## src/design/block_bitmap_allocator_assert.svh

```systemverilog
// Assertion macros for the block bitmap allocator.
// Used by the top level; no other dependencies.
`ifndef BLOCK_BITMAP_ALLOCATOR_ASSERT_SVH
`define BLOCK_BITMAP_ALLOCATOR_ASSERT_SVH
`ifndef SYNTHESIS
`define BBA_ASSERT(lbl, clk, rst, prop, msg) \
  lbl: assert property (@(posedge clk) disable iff (rst) prop) else $error(msg);
`define BBA_ASSERT_ALWAYS(lbl, clk, prop, msg) \
  lbl: assert property (@(posedge clk) prop) else $error(msg);
`else
`define BBA_ASSERT(lbl, clk, rst, prop, msg)
`define BBA_ASSERT_ALWAYS(lbl, clk, prop, msg)
`endif
`endif

```

## src/design/bba_pkg.sv

```systemverilog
// Shared types and codes for the block bitmap allocator.
// No dependencies.
`default_nettype none
package bba_pkg;

  localparam int BLK_W    = 12;
  localparam int LEN_W    = 13;
  localparam int CFG_W    = 13;
  localparam int RUN_W    = 14;
  localparam int POS_W    = 14;
  localparam int SEG_BITS = 8;
  localparam int SEG_P_W  = 3;

  localparam logic [1:0] FUNC_TEST  = 2'd0;
  localparam logic [1:0] FUNC_SET   = 2'd1;
  localparam logic [1:0] FUNC_CLEAR = 2'd2;
  localparam logic [1:0] FUNC_FIND  = 2'd3;

  localparam logic [1:0] ST_OK     = 2'd0;
  localparam logic [1:0] ST_NO_RUN = 2'd1;
  localparam logic [1:0] ST_RANGE  = 2'd2;

  typedef struct packed {
    logic [1:0]       func;
    logic [BLK_W-1:0] block;
    logic [LEN_W-1:0] run_length;
  } bba_req_t;

  typedef struct packed {
    logic [1:0]       status;
    logic             bit_value;
    logic [BLK_W-1:0] found_block;
  } bba_rsp_t;

  // result of one segment step of the run scanner
  typedef struct packed {
    logic               hit;
    logic [SEG_P_W-1:0] hit_pos;
    logic [RUN_W-1:0]   run_out;
  } bba_run_t;

endpackage
`default_nettype wire

```

## src/design/bba_run_seg.sv

```systemverilog
// Run scanner: one segment of free bits per step, carrying the run length in.
// Depends on bba_pkg.
`default_nettype none
module bba_run_seg import bba_pkg::*; (
  input  wire logic [SEG_BITS-1:0] free,
  input  wire logic [RUN_W-1:0]    run_in,
  input  wire logic [LEN_W-1:0]    len,
  input  wire logic [SEG_P_W-1:0]  last_idx,
  output bba_run_t                 res
);

  logic [RUN_W-1:0]   runlen [SEG_BITS];
  logic               has_u  [SEG_BITS];
  logic [SEG_P_W-1:0] u_idx  [SEG_BITS];
  logic [SEG_BITS-1:0] hit_vec;

  // run length ending at each position: back to the highest used bit at or
  // below it, or through the carried run when the segment is free so far
  always_comb begin
    for (int p = 0; p < SEG_BITS; p++) begin
      has_u[p] = 1'b0;
      u_idx[p] = '0;
      for (int q = 0; q <= p; q++) begin
        if (!free[q]) begin
          has_u[p] = 1'b1;
          u_idx[p] = SEG_P_W'(q);
        end
      end
      if (!free[p]) begin
        runlen[p] = '0;
      end else if (has_u[p]) begin
        runlen[p] = RUN_W'(p) - RUN_W'(u_idx[p]);
      end else begin
        runlen[p] = run_in + RUN_W'(p + 1);
      end
      hit_vec[p] = free[p] && (runlen[p] >= RUN_W'(len));
    end
  end

  always_comb begin
    res.hit     = |hit_vec;
    res.hit_pos = '0;
    for (int p = SEG_BITS - 1; p >= 0; p--) begin
      if (hit_vec[p]) begin
        res.hit_pos = SEG_P_W'(p);
      end
    end
    res.run_out = runlen[last_idx];
  end

endmodule
`default_nettype wire

```

## config.mk

```make
export PLATFORM = sky130hd
export DESIGN_NAME = bba_run_seg
export DESIGN_NICKNAME = d
export VERILOG_FILES = /design/src/design/block_bitmap_allocator_assert.svh /design/src/design/bba_pkg.sv /design/src/design/bba_run_seg.sv
export SDC_FILE = /design/constraint.sdc
export NUM_CORES = 1
export LEC_CHECK = 0
export ABC_AREA = 1
export BUFFER_PORTS_ARGS = -buffer_cell sky130_fd_sc_hd__buf_4
export CORE_MARGIN = 5
export CORE_UTILIZATION = 58
export DETAILED_ROUTE_END_ITERATION = 12
export PLACE_DENSITY = 0.94
export SETUP_SLACK_MARGIN = 0.1
export SLEW_MARGIN = 20
export SYNTH_ARGS = -nofsm -noshare
export SYNTH_HDL_FRONTEND = slang
export SYNTH_SLANG_ARGS = --single-unit
```

## constraint.sdc

```tcl
create_clock -name vclk -period 2.3
set_input_delay 0 -clock vclk [all_inputs]
set_output_delay 0 -clock vclk [all_outputs]
set_load 0.005 [all_outputs]
```

==> results of run 1 <==
[per-layer routing]
| layer | track usage | GRT overflow |
|---|---|---|
| met5 | 0.192 | 0 |
| met4 | 0.654 | 4 |
| met3 | 0.541 | 0 |
| met2 | 0.804 | 1 |
| met1 | 0.661 | 0 |
[logic make-up after synthesis]
logic type,after synthesis,share of synthesized area
AND/OR/NAND/NOR,443,0.336
AO/OA/AOI/OAI,280,0.274
buffers and inverters,179,0.121
XOR/XNOR,10,0.0152
multiplexers,1,0.00173
adder cells (fa/ha/maj),116,0.252
[what timing repair did]
action | 4_1_cts
setup endpoints to repair | 4
resized for setup | 89
buffers inserted | 16
pin swaps | 51
[through the flow]
stage	instance area (sq um)	instances	setup WS (ns)	hold WS (ns)	TNS, ns
after CTS	8310	1416	-0.395	0.477	-1.53
after detailed placement	7860	1400	-0.674	0.473	-2.56
after global placement	7860	1400	-0.463	0.478	-1.81
after floorplan	5800	1029	0.0979	0.150	0
==> flow_summary.toml, run 1 <==
[status]
status = "stopped before the end"
failed_stage = "5_1_grt"
error_line = "[ERROR GRT-0116] Global routing finished with congestion. Check the congestion regions in the DRC Viewer."

[yosys]
ys_warn_count = 0
synthesis.nets = 1183
synth_area_sq_um = 5770
avgSynthCellArea_sq_um = 5.61
synth_top_area_frac = 0.252
synth_most_common_cell = "nand2_1"
synth_cells = 1029
ys_types = 53
synthTopCellsByArea = "ha_1 (25%), nand2_1 (12%), nor2_1 (9.5%), a21oi_1 (9.5%), inv_1 (8.7%)"
ys_seq_area_frac = 0
synth_commonest_cells = "nand2_1 (190), nor2_1 (146), inv_1 (133)"
synth_top_area_cell = "ha_1"

[die]
initial_core_util = 0.593
fp-row-count = 36
fp.dieH_microns = 110
io_pins = 56
die_w_microns = 110

[global_routing]
grt_pass1_vias = 10769
grt_pass1_wl_microns = 60000
grt-ovfl-total = 5
grt_start_max_net_pins = 51
grt.total_usage = 0.663

[placement]
finalWeightedCongestion = 1.18
dp_hpwl_microns = 23700
io_buffers = 56

[clock_network]
hold_buffers = 0
==> run 2: changes to the inputs <==
--- a/config.mk
+++ b/config.mk
@@ -8,10 +8,9 @@
 export ABC_AREA = 1
 export BUFFER_PORTS_ARGS = -buffer_cell sky130_fd_sc_hd__buf_4
 export CORE_MARGIN = 5
-export CORE_UTILIZATION = 58
+export CORE_UTILIZATION = 40
 export DETAILED_ROUTE_END_ITERATION = 12
-export PLACE_DENSITY = 0.94
-export SETUP_SLACK_MARGIN = 0.1
+export PLACE_DENSITY_LB_ADDON = 0.15
 export SLEW_MARGIN = 20
 export SYNTH_ARGS = -nofsm -noshare
 export SYNTH_HDL_FRONTEND = slang
==> constraint.sdc (replaced) <==
create_clock -name vclk -period 3
set_input_delay 0 -clock vclk [all_inputs]
set_output_delay 0 -clock vclk [all_outputs]
set_load 0.005 [all_outputs]
==> flow_summary.toml, run 2 <==
[final_layout]
drive_gt1_frac = 0.269
mostFrequentLayoutCell = "nand2_1"
final_cell_mix = "nand2_1 (177), buf_4 (175), nor2_1 (131)"
final_cell_count_no_fill = 1359
numSequentialCells = 0
diodes = 0
clkbuf_count = 0
stdcell_area_sq_um = 7690
fin_util = 0.550
finalNetCount = 1335
register_area_sq_um = 0
synthToLayoutAreaGrowth_pct = 33.2

[routing]
vias_per_cell = 5.76
drc = 0
wl_per_cell_microns = 21.1
drtIter0Drc = 733
postRouteAntennaNets = 0
via_count = 7822
drt_wl_total_microns = 28700
drt-pass1-iter-count = 6

[worst_setup_path]
crit_required_ns = 3.00
cp.buffers_inverters = 6
end_kind = "output port"
cpMostUsedCell = "nand2_1"
cp_data_arrival_time_ns = 2.87
critical-path-top-delay-family = "simple AND/OR/NAND/NOR gates"
worstPathMaxFanout = 5
max_stage_delay_ns = 0.29
worstSetupPathType = "in2out"
worstPathCellList = "buf_4 > nand2_2 > nor2_4 > inv_4 > nor2_4 > buf_6 > clkinvlp_4 > o21ai_2 > inv_2 > ha_1 > a21oi_1 > o21a_1 > nand3_2 > nand2_1 > nand2_1 > nand2_1 > nand2_1 > nand2_1 > nand2_1 > nand2_2 > nand2_1 > nor2_2 > nand4_1 > buf_4"
startpoint_type = "primary input"
cp.depth = 24
cp_slowest_cell = "ha_1"

[die]
die-area_sq_um = 16900
die_w_microns = 130
fp-row-count = 43
initial_core_util = 0.413
io_pins = 56
coreArea_sq_um = 14000
fp.dieH_microns = 130

[global_routing]
grt_start_max_net_pins = 37
grt.total_usage = 0.334
grt_pass1_vias = 7408
grt_pass1_wl_microns = 43000
grt-ovfl-total = 0
antenna_found_initial = 0

[timing]
fin_crit_ns = 2.87
maxSlewViolCount = 0
fmax_mhz = 349
relSlewSlack = 0.374
hold_viol = 0
period_share = 0.955
setup_violations = 0
tightest_slew_ns = 0.938

[placement]
place_inst = 1340
dp_hpwl_microns = 23900
finalWeightedCongestion = 1.07
placed_area_sq_um = 7080
io_buffers = 56

[status]
status = "complete, no violations"

[yosys]
ys_seq_area_frac = 0
synthesis.nets = 1183
synth_area_sq_um = 5770
avgSynthCellArea_sq_um = 5.61
synth_top_area_frac = 0.252
ys_types = 53
synth_most_common_cell = "nand2_1"
ys_warn_count = 0
synthTopCellsByArea = "ha_1 (25%), nand2_1 (12%), nor2_1 (9.5%), a21oi_1 (9.5%), inv_1 (8.7%)"
synth_top_area_cell = "ha_1"
synth_commonest_cells = "nand2_1 (190), nor2_1 (146), inv_1 (133)"
synth_cells = 1029

[clock_network]
hold_buffers = 0

[power_and_ir_drop]
power.leakage_nw = 4.02
power_w = 0.000925
peakVddDrop_mv = 0.0759
powerDensity_nw_per_um2 = 120

[min_path]
hp-class = "in2out"
whs_path_depth = 3

[flow_run]
drv_cap = 0
==> run 2: cell counts after synthesis <==
No cell type changed its count.
==> run 2: path summary, 6_finish.rpt <==
check | endpoint | slack, ns | start
setup / recovery | res[17] | 0.13 | free[2]
hold / removal | res[7] | 0.50 | last_idx[2]
==> run 2: final cells by class <==
cell class         instances  area (sq um)
fillers                 1520          6300
well taps                180           225
inverters                145           557
multi-input cells        850          5480
repair buffers           184          1430
==> run 2: where the power goes <==
part | internal, W | switching, W
clock | 0 | 0
combinational | 0.000353 | 0.000572
sequential | 0 | 0
total | 0.000353 | 0.000572
==> run 2: what timing repair did <==
action / 4_1_cts / 5_1_grt
buffers inserted: 0 / 19
endpoints found under the hold margin: 0 / 0
pin swaps: 0 / 38
setup endpoints to repair: 4 / 4
gates resized for setup: 3 / 117
==> run 2: cell families after synthesis <==
family | after synthesis | synth area share
xor gates and xnor gates | 10 | 0.0152
muxes | 1 | 0.00173
adders and majority gates | 116 | 0.252
AOI/OAI and AO/OA | 280 | 0.274
and+or+nand+nor | 443 | 0.336
buffers and inverters | 179 | 0.121
==> run 2: per-layer routing <==
layer | routed length, microns | global-route usage | vias to the layer above
li1 | - | - | 3790
met1 | 11600 | 0.431 | 3483
met2 | 12400 | 0.544 | 436
met3 | 2570 | 0.0413 | 113
met4 | 2050 | 0.174 | 0
met5 | 0 | 0 | -
==> run 2: per-stage QoR <==
step / hold WS, ns / TNS [ns] / setup slack (ns)
6_report: 0.496 / 0 / 0.135
5_1_grt: 0.513 / -0.0369 / -0.0225
4_1_cts: 0.490 / 0 / 0.0231
3_5_place_dp: 0.493 / -0.174 / -0.0876
3_3_place_gp: 0.487 / -0.213 / -0.0825
2_1_floorplan: 0.150 / 0 / 0.483
No activity file was read; power rests on OpenSTA's default activity.
